### config.mk
export PLATFORM = sky130hd
export DESIGN_NAME = gf_region_multiply_xor_core
export DESIGN_NICKNAME = d
export VERILOG_FILES = /design/src/hdl/gfrmx_pkg.sv /design/src/hdl/gf_region_multiply_xor_core.sv /design/src/hdl/gfrmx_lane.sv /design/src/hdl/gfrmx_merge.sv
export SDC_FILE = /design/constraint.sdc
export NUM_CORES = 1
export LEC_CHECK = 0
export CAP_MARGIN = 10
export CORE_ASPECT_RATIO = 0.9
export CORE_UTILIZATION = 35
export DETAILED_ROUTE_END_ITERATION = 7
export DONT_BUFFER_PORTS = 1
export MAX_ROUTING_LAYER = met4
export PLACE_DENSITY_LB_ADDON = 0.25
export SETUP_SLACK_MARGIN = 0.02
export SLEW_MARGIN = 20
export SYNTH_ARGS = -nofsm -noshare
export SYNTH_HDL_FRONTEND = slang
export SYNTH_SLANG_ARGS = --single-unit
### constraint.sdc
create_clock -name clk_i -period 9 [get_ports clk_i]
set_input_delay 0.9 -clock clk_i [delete_from_list [all_inputs] [get_ports clk_i]]
set_output_delay 0.9 -clock clk_i [all_outputs]
set_load 0.02 [all_outputs]
### src/hdl/gfrmx_pkg.sv
// gfrmx_pkg: shared constants for the gf region multiply-xor core
// field width mode codes, reduction polynomials, configuration register indexes
// no dependencies
package gfrmx_pkg;

  localparam int WORD_W = 32;
  localparam int MODE_W = 2;
  localparam int CFG_IDX_W = 2;

  // field width mode codes (mode 3 decodes as the 32-bit field)
  localparam logic [MODE_W-1:0] MODE_GF8  = 2'd0;
  localparam logic [MODE_W-1:0] MODE_GF16 = 2'd1;
  localparam logic [MODE_W-1:0] MODE_GF32 = 2'd2;

  // configuration register indexes
  localparam logic [CFG_IDX_W-1:0] CFG_IDX_MODE = 2'd0;
  localparam logic [CFG_IDX_W-1:0] CFG_IDX_COEF = 2'd1;

  // reduction polynomials without the leading x^w term
  localparam logic [7:0]  POLY_W8  = 8'h1D;
  localparam logic [15:0] POLY_W16 = 16'h100B;
  localparam logic [31:0] POLY_W32 = 32'h0040_0007;

  localparam logic [MODE_W-1:0]  MODE_RESET = MODE_GF8;
  localparam logic [WORD_W-1:0]  COEF_RESET = 32'h0000_0001;

endpackage

### src/hdl/gf_region_multiply_xor_core.sv
// gf_region_multiply_xor_core: gf(2^8/16/32) region multiply-xor, one 32-bit word per beat
// pipeline: each input beat is held in the product register, then in the output register, before result valid
// throughput: one beat per cycle while out_ready_i is high; lane multipliers fully pipelined
// reset: asynchronous active low, clears both pipeline valids, mode to gf(2^8), coefficient to 1
// depends on gfrmx_pkg, gfrmx_lane, gfrmx_merge
module gf_region_multiply_xor_core (
  input  logic                            clk_i,
  input  logic                            rst_ni,
  input  logic                            cfg_we_i,
  input  logic [gfrmx_pkg::CFG_IDX_W-1:0] cfg_idx_i,
  input  logic [gfrmx_pkg::WORD_W-1:0]    cfg_data_i,
  input  logic                            in_valid_i,
  output logic                            in_ready_o,
  input  logic [31:0]                     source_word_i,
  input  logic [31:0]                     target_word_i,
  input  logic                            last_word_i,
  output logic                            out_valid_o,
  input  logic                            out_ready_i,
  output logic [31:0]                     new_target_o,
  output logic                            last_out_o
);

  logic [gfrmx_pkg::MODE_W-1:0] mode_d, mode_q;
  logic [gfrmx_pkg::WORD_W-1:0] coef_d, coef_q;

  always_comb begin
    mode_d = mode_q;
    coef_d = coef_q;
    if (cfg_we_i) begin
      if (cfg_idx_i == gfrmx_pkg::CFG_IDX_MODE) begin
        mode_d = cfg_data_i[gfrmx_pkg::MODE_W-1:0];
      end else if (cfg_idx_i == gfrmx_pkg::CFG_IDX_COEF) begin
        coef_d = cfg_data_i;
      end
    end
  end

  always_ff @(posedge clk_i or negedge rst_ni) begin
    if (!rst_ni) begin
      mode_q <= gfrmx_pkg::MODE_RESET;
      coef_q <= gfrmx_pkg::COEF_RESET;
    end else begin
      mode_q <= mode_d;
      coef_q <= coef_d;
    end
  end

  // pipeline handshake
  logic s1_valid_q, s2_valid_q;
  logic s1_ready, s2_ready;
  logic s1_load, s2_load;

  assign s2_ready   = !s2_valid_q || out_ready_i;
  assign s1_ready   = !s1_valid_q || s2_ready;
  assign in_ready_o = s1_ready;
  assign s1_load    = in_valid_i && s1_ready;
  assign s2_load    = s1_valid_q && s2_ready;

  always_ff @(posedge clk_i or negedge rst_ni) begin
    if (!rst_ni) begin
      s1_valid_q <= 1'b0;
      s2_valid_q <= 1'b0;
    end else begin
      if (s1_ready) begin
        s1_valid_q <= in_valid_i;
      end
      if (s2_ready) begin
        s2_valid_q <= s1_valid_q;
      end
    end
  end

  // stage 1 side payload
  logic [31:0] tgt1_q;
  logic        last1_q;

  always_ff @(posedge clk_i) begin
    if (s1_load) begin
      tgt1_q  <= target_word_i;
      last1_q <= last_word_i;
    end
  end

  // lanes for all three widths run in parallel on the same word
  logic [3:0][7:0]  res8;
  logic [1:0][15:0] res16;
  logic [31:0]      res32;

  for (genvar g = 0; g < 4; g++) begin : g_lane8
    gfrmx_lane #(
      .W    (8),
      .POLY (gfrmx_pkg::POLY_W8)
    ) u_lane (
      .clk_i  (clk_i),
      .en_i   (s1_load),
      .coef_i (coef_q[7:0]),
      .src_i  (source_word_i[g*8 +: 8]),
      .res_o  (res8[g])
    );
  end

  for (genvar g = 0; g < 2; g++) begin : g_lane16
    gfrmx_lane #(
      .W    (16),
      .POLY (gfrmx_pkg::POLY_W16)
    ) u_lane (
      .clk_i  (clk_i),
      .en_i   (s1_load),
      .coef_i (coef_q[15:0]),
      .src_i  (source_word_i[g*16 +: 16]),
      .res_o  (res16[g])
    );
  end

  gfrmx_lane #(
    .W    (32),
    .POLY (gfrmx_pkg::POLY_W32)
  ) u_lane32 (
    .clk_i  (clk_i),
    .en_i   (s1_load),
    .coef_i (coef_q),
    .src_i  (source_word_i),
    .res_o  (res32)
  );

  logic [31:0] merged;

  gfrmx_merge u_merge (
    .mode_i       (mode_q),
    .res8_i       (res8),
    .res16_i      (res16),
    .res32_i      (res32),
    .target_i     (tgt1_q),
    .new_target_o (merged)
  );

  // output register
  logic [31:0] out_d, out_q;
  logic        last_d, last_q;

  always_comb begin
    out_d  = out_q;
    last_d = last_q;
    if (s2_load) begin
      out_d  = merged;
      last_d = last1_q;
    end
  end

  always_ff @(posedge clk_i) begin
    out_q  <= out_d;
    last_q <= last_d;
  end

  assign out_valid_o  = s2_valid_q;
  assign new_target_o = out_q;
  assign last_out_o   = last_q;

endmodule

### src/hdl/gfrmx_lane.sv
// gfrmx_lane: one gf(2^w) multiply lane, carry-less product registered, then reduction
// reduction uses an elaboration-time table of x^(w+j) mod p
// depends on gfrmx_pkg for default polynomial
module gfrmx_lane #(
  parameter int          W    = 8,
  parameter logic [W-1:0] POLY = gfrmx_pkg::POLY_W8
) (
  input  logic         clk_i,
  input  logic         en_i,
  input  logic [W-1:0] coef_i,
  input  logic [W-1:0] src_i,
  output logic [W-1:0] res_o
);

  localparam int PW = 2 * W - 1;

  // remainder of x^(W+j) modulo the field polynomial, j = 0 .. W-2
  function automatic logic [W-2:0][W-1:0] rem_table();
    logic [W-2:0][W-1:0] tab;
    logic [W-1:0]        r;
    logic                high;
    tab = '0;
    r   = POLY;
    for (int j = 0; j < W - 1; j++) begin
      tab[j] = r;
      high   = r[W-1];
      r      = r << 1;
      if (high) begin
        r = r ^ POLY;
      end
    end
    return tab;
  endfunction

  localparam logic [W-2:0][W-1:0] REM = rem_table();

  logic [PW-1:0] prod_d;
  logic [PW-1:0] prod_q;

  // carry-less product: xor of shifted partial products
  always_comb begin
    prod_d = '0;
    for (int i = 0; i < W; i++) begin
      if (src_i[i]) begin
        prod_d = prod_d ^ ({{(W-1){1'b0}}, coef_i} << i);
      end
    end
  end

  always_ff @(posedge clk_i) begin
    if (en_i) begin
      prod_q <= prod_d;
    end
  end

  // fold each high product bit back in through its remainder
  always_comb begin
    res_o = prod_q[W-1:0];
    for (int j = 0; j < W - 1; j++) begin
      if (prod_q[W+j]) begin
        res_o = res_o ^ REM[j];
      end
    end
  end

endmodule

### src/hdl/gfrmx_merge.sv
// gfrmx_merge: picks the lane results for the active field width and xors the target
// combinational, sits in front of the output register
// depends on gfrmx_pkg
module gfrmx_merge (
  input  logic [gfrmx_pkg::MODE_W-1:0] mode_i,
  input  logic [3:0][7:0]              res8_i,
  input  logic [1:0][15:0]             res16_i,
  input  logic [31:0]                  res32_i,
  input  logic [31:0]                  target_i,
  output logic [31:0]                  new_target_o
);

  logic [31:0] prod;

  always_comb begin
    unique case (mode_i)
      gfrmx_pkg::MODE_GF8:  prod = res8_i;
      gfrmx_pkg::MODE_GF16: prod = res16_i;
      default:              prod = res32_i;
    endcase
    new_target_o = target_i ^ prod;
  end

endmodule

# Word-level counts from Yosys, hierarchy flattened
# Index checks and enable logic that the tools add are counted.
dict set report word_totals {
  reg_bits 287
  input_bits 104
  out_inout_bits 35
}
dict set report op_classes {
  eq_ne 2
  n_mux 186
  n_bitwise 180
  n_reduce_logical 10
}
# op n
set ops {}
lappend ops {{$mux 63} 31}
lappend ops {{$mux 31} 33}
lappend ops {{$mux 15} 36}
lappend ops {{$mux 16} 12}
lappend ops {{$not 4->4} 38}
lappend ops {{$mux 32} 4}
lappend ops {{$mux 8} 16}
lappend ops {{$not 7->7} 18}
lappend ops {{$not 10->10} 12}
lappend ops {{$mux 30} 3}
lappend ops {{$not 8->8} 11}
lappend ops {{$mux 29} 3}
lappend ops {{$mux 14} 6}
lappend ops {{$mux 28} 3}
lappend ops {{$mux 27} 3}
lappend ops {{$mux 13} 6}
lappend ops {{$mux 26} 3}
lappend ops {{$mux 25} 3}
lappend ops {{$mux 24} 3}
lappend ops {{$mux 23} 3}
lappend ops {{$pmux 32 s2} 1}
lappend ops {{$xor 63x33->63} 1}
lappend ops {{$xor 63x34->63} 1}
lappend ops {{$xor 63x35->63} 1}
lappend ops {{66 further kinds} 127}

# Depth between registers and ports, before layout
dict set report depth {
  depth_word 64
  depth_mapped 8
  mapped_depth_nobuf 6
}

# Hierarchy
# Synthesis repeated with hierarchy kept, for this count alone.
dict set report hier_totals {
  hier_cells 4588
  hier_area_um2 36117.1
}
# mod n_inst cells_each area_per_inst_um2 seq_area_each_um2
set modules_own_cells {}
lappend modules_own_cells {{gfrmx_lane at u_lane32} 1 2362 16429.5 1891.8}
lappend modules_own_cells {{gfrmx_lane at g_lane16[0].u_lane ...} 2 642 4793.3 930.9}
lappend modules_own_cells {{gfrmx_lane at g_lane8[0].u_lane ...} 4 164 1407.6 450.4}
lappend modules_own_cells {gf_region_multiply_xor_core 1 147 3479.6 2884.0}
lappend modules_own_cells {gfrmx_merge 1 139 991.0 0.0}

# Worst setup path after synthesis
# OpenSTA, ideal clock, no wires.
dict set report synth_path {
  path_type {in2reg}
  start {input port out_ready_i}
  end {register g_lane16[0].u_lane.prod_q[16], enable pin}
  t_arrival_ps 5442
  required_time_ps 8432
  path_slack_ps 2990
  stages 2
  n_path_buf 0
  cell_sequence {nand3b_1 and2_1}
}
dict set report synth_between {
  elab_chain_cells 3
}
# element line
set synth_rtl {}
lappend synth_rtl {{from (decl)} gf_region_multiply_xor_core.sv:18} ;# input logic out_ready_i,
lappend synth_rtl {{$logic_or 1x1->1} gf_region_multiply_xor_core.sv:53} ;# assign s2_ready = !s2_valid_q || out_ready_i;
lappend synth_rtl {{$logic_or 1x1->1} gf_region_multiply_xor_core.sv:54} ;# assign s1_ready = !s1_valid_q || s2_ready;
lappend synth_rtl {{$logic_and 1x1->1} gf_region_multiply_xor_core.sv:56} ;# assign s1_load = in_valid_i && s1_ready;
lappend synth_rtl {{named net g_lane16[0].u_lane.en_i} gfrmx_lane.sv:9} ;# input logic en_i,
lappend synth_rtl {{to (signal assigned)} gfrmx_lane.sv:52} ;# prod_q <= prod_d;
lappend synth_rtl {{to (decl)} gfrmx_lane.sv:38} ;# logic [PW-1:0] prod_q;
# The timed path passes the listed nets, and every way through them passes these cells.
# A chain may end at the register's enable or synchronous reset.

# Worst setup path after layout
dict set report layout_path {
  start {register s2_valid_q (netlist: out_valid_o)}
  end {register g_lane8[3].u_lane.prod_q[11], enable pin}
}
dict set report layout_between {
  elab_chain_cells 4
}
# element line
set layout_rtl {}
lappend layout_rtl {{from (decl)} gf_region_multiply_xor_core.sv:49} ;# logic s1_valid_q, s2_valid_q;
lappend layout_rtl {{from (signal assigned)} gf_region_multiply_xor_core.sv:68} ;# s2_valid_q <= s1_valid_q;
lappend layout_rtl {{$logic_not 1->1} gf_region_multiply_xor_core.sv:53}
lappend layout_rtl {{$logic_or 1x1->1} gf_region_multiply_xor_core.sv:53}
lappend layout_rtl {{$logic_or 1x1->1} gf_region_multiply_xor_core.sv:54}
lappend layout_rtl {{named net in_ready_o} gf_region_multiply_xor_core.sv:13} ;# output logic in_ready_o,
lappend layout_rtl {{$logic_and 1x1->1} gf_region_multiply_xor_core.sv:56}
lappend layout_rtl {{named net g_lane16[0].u_lane.en_i} gfrmx_lane.sv:9}
lappend layout_rtl {{to (signal assigned)} gfrmx_lane.sv:52}
lappend layout_rtl {{to (decl)} gfrmx_lane.sv:38}
# The timed path passes the listed nets, and every way through them passes these cells.

==> summary.md <==
| Metric | Value |
|---|---|
| Result of the run | finished, final reports clean |
| Slowest CP cell | sky130_fd_sc_hd__buf_4 |
| Seq cells post-synth | between 200 and 300 |
| Critical path buffer and inverter count | 1 |
| Number of CTS-inserted buffers | 31 |
| Filler Cell Count | just over 7000 |
| Core region area | about 70000 um^2 |
| Fraction of layout cells with a size suffix above 1 | 4.72% |
| Overall die area | ~73000 um^2 |
| Capture point of the critical path | g_lane8[3].u_lane.prod_q[11] |
| Via count of the routed design | roughly 19000 |
| Combined global-route utilization of all metal layers | 22.3% |
| Critical Path Source | out_valid_o |
| CP Data Arrival Time | roughly 3.3 ns |
| Die extent in y | between 200 and 300 um |
| Detailed Route Iter0 Violations | 1764 |
| Clk_skew | about 0.015 ns |
| Final count of pins violating max slew | 0 |
| Post-synthesis cell area | between 20000 and 30000 um^2 |
| Sinks on the clock net | roughly 260 |
| Routability Congestion | approximately 0.88 |
| Drt pass-1 iters | 5 |
| Antenna-violating nets left | 0 |
| CP Data Required Time | 9.21 ns |
| Critical path's top delay family | simple AND/OR/NAND/NOR gates |
| Number of synthesized flops with an enable pin | between 200 and 250 |
| Boundary Pins | around 140 |
| Number of I/O port buffers | 0 |
| Period Utilization, post-route | roughly a third |
| Synth top area cells | sky130_fd_sc_hd__xnor2_1, sky130_fd_sc_hd__edfxtp_1, sky130_fd_sc_hd__nand2_1 |
| Estimated wirelength of the detail-placed design | 54900 um |
| Setup WS post-layout | around 5.9 ns |
| Final core occ | about 38% |
| GRT Residual Overflow | 0 |
| Synthesized area per cell | roughly 8.6 um^2 |
| Total detailed-routing wirelength | 81300 um |
| Share of the yosys chip area belonging to registers | ~30% |
| Class of the worst hold path | input port to async pin |
| Logic depth of the worst path, buffers included | 3 |
| Initial antenna violation count | 5 |
| Post-cts gate resize count | 0 |
| FMAX | 324 MHz |
| Largest incremental delay on the critical path | 0.95 ns |
| Transition time at the pin with the least slew margin | roughly 1.1 ns |
| Pin count of the biggest net entering global routing | 86 |
| First-pass GRT wire length | 121000 um |
| Final Hold Violating Endpoints | 0 |
| Htree depth | 1 |
| Setup repair after global routing missed its margin | no |
| Worst hold margin | 0.127 ns |
| Total Negative Setup Slacks | 0 ns |
| LEAKAGE | 0.00954 uW |
| Capture point of the worst reg-to-reg path | g_lane8[3].u_lane.prod_q[11] |
| Final critical path time including I/O delays and setup | 3.09 ns |
| Endpoint type of the worst setup path | register |
| Worst Path Class, Setup | register to register |
| Area of combinational cells with multiple inputs | 17000 um^2 |
| Register Area | ~7500 um^2 |
| Clock tree root buffer cell | sky130_fd_sc_hd__clkbuf_16 |
| Fin nets | between 2000 and 3000 |
| Origin of the critical flop-to-flop path | out_valid_o |
| Total power divided by cell area | 406 nW/um^2 |
| Area leader, netlist | sky130_fd_sc_hd__xnor2_1 |
| Worst slack, placed | about 5.5 ns |
| Synth-to-layout area growth | 6.40% |
| Count of distinct cell types in the synthesized netlist | 33 |
| Reg-to-reg slack, setup | around 5.9 ns |
| Share of flip-flops with an asynchronous set or reset | ~14% |
| Gate count of the mapped netlist | 2941 |
| Max-Slew Margin vs Limit | roughly 28% |
| CP Launch Type | register |
| Largest vdd supply drop | ~0.18 mV |
| Final count of negative-setup-slack endpoints | 0 |
| Synth warn | 0 |
| Critical path cell sequence | nand3b_1 -> and2_4 -> buf_4 |
| Avg WL per Cell | between 20 and 25 um |
| Number of max-capacitance violations reported | 0 |
| Max Fanout on Critical Path | 85 |
| Synth top area share | about 33% |
| Clock tree from TritonCTS | yes |
| Worst-skew pair later-pin latency | 0.60 ns |
| Mapped Nets | between 3000 and 4000 |
| Post-CTS clock slew at the launch and capture registers of the worst setup and hold paths | about 0.060 ns |
| Average via count per standard cell | a little under 5 |
| # rows | slightly above 90 |
| Prevailing post-synth register cell | sky130_fd_sc_hd__edfxtp_1 |
| Initial standard-cell utilization of the core | 35.4% |
| R2r worst-path depth | 3 |
| Drc violations | 0 |
| Number of global-route vias before repair | 17600 |
| Clock buffer depth | 3 |
| Die Span X | 286 um |
[state kept, by name (all words and copies together) (netlist names)]
register / count
s1_valid_q: 1
g_lane16.u_lane.prod_q: 45
mode_q: 2
out_valid_o: 1
tgt1_q: 32
coef_q: 32
g_lane8.u_lane.prod_q: 46
last_out_o: 1
new_target_o: 32
u_lane32.prod_q: 62
last1_q: 1
[routing by layer]
metal  share of wire (%)  up-vias  global-route usage [%]  wire (um)
met5                   0        -                       -          0
met4                 1.8        0                    3.82       1490
met3                 8.0       98                    3.24       6550
met2                  44      765                    33.7      35900
met1                  46     9050                    31.9      37500
li1                    -     8743                       -          -
[synthesized netlist by cell type (all sizes together), types with 2 or more instances]
cell / count
nand2: 1028
xnor2: 949
xor2: 304
edfxtp: 219
clkbuf: 152
buf: 68
xnor3: 38
dfrtp: 35
mux2: 33
nor2: 20
a21oi: 17
mux2i: 16
a211oi: 14
o21ai: 14
and2: 13
xor3: 7
inv: 4
nand2b: 3
nand3b: 2
[area by class of cell]
| cell class | count | area share (%) |
|---|---|---|
| Antenna cell | 5 | 0.0464 |
| Clock buffer | 34 | 2.92 |
| Clock inverter | 23 | 0.854 |
| Inverter | 4 | 0.0557 |
| Multi-Input combinational cell | 2462 | 62.9 |
| Sequential cell | 255 | 27.8 |
| Tap cell | 950 | 4.41 |
| Timing Repair Buffer | 37 | 1.09 |
[what timing repair did]
item                                   4_1_cts  5_1_grt
endpoints found under the hold margin       22        0
hold buffers                                 2        0
buffers inserted                             0        0
[how the worst min path moves through the flow]
stage | slack (ns) | from | depth (start not counted) | endpoint
after global routing | 0.11 | rst_ni | 1 | s1_valid_q
final | 0.13 | rst_ni | 1 | s1_valid_q
after detailed placement | 0.41 | last1_q | 0 | last_out_o
after CTS | 0.09 | rst_ni | 1 | s1_valid_q
after global placement | 0.40 | last1_q | 0 | last_out_o
after floorplan | 0.40 | last1_q | 0 | last_out_o
[stage by stage]
step                cell area [um^2]  power (uW)  instances
floorplan                      25300        7920       2941
global placement               25900        9630       3706
detailed placement             25900        9710       3706
CTS                            26900       11000       3765
global route                   27000       11600       3770
finish                         27000       10900       3770
[power by group]
part           total, uW  leakage [uW]  internal (uW)  switching [uW]
clock network       1270      0.000494            723             542
logic               7050       0.00652           3340            3710
registers           2620       0.00253           2060             567
[layout by cell type (no fill, tap or decap), drive strengths merged, types with 16 or more instances in the layout]
cell type	instances
clkbuf	34
xor2	304
nand2	1028
xnor3	38
a21oi	17
edfxtp	219
dfrtp	35
xnor2	949
nor2	20
mux2	33
buf	36
mux2i	16
[cell families after synthesis]
family	count (synthesis)	share of synthesized area, %
AOI/OAI and AO/OA	48	1.14
xor gates and xnor gates	1298	47.6
DFF	255	29.5
and+or+nand+nor	1067	16.0
muxes	49	2.10
buffers and inverters	224	3.59
[worst register-to-register path, stage by stage, from the launching register on]
cell and delay, ns:
sky130_fd_sc_hd__dfrtp_1 0.47, sky130_fd_sc_hd__nand3b_1 0.31, sky130_fd_sc_hd__and2_4 0.83, sky130_fd_sc_hd__buf_4 1.05
No activity file was read; power rests on OpenSTA's default activity.
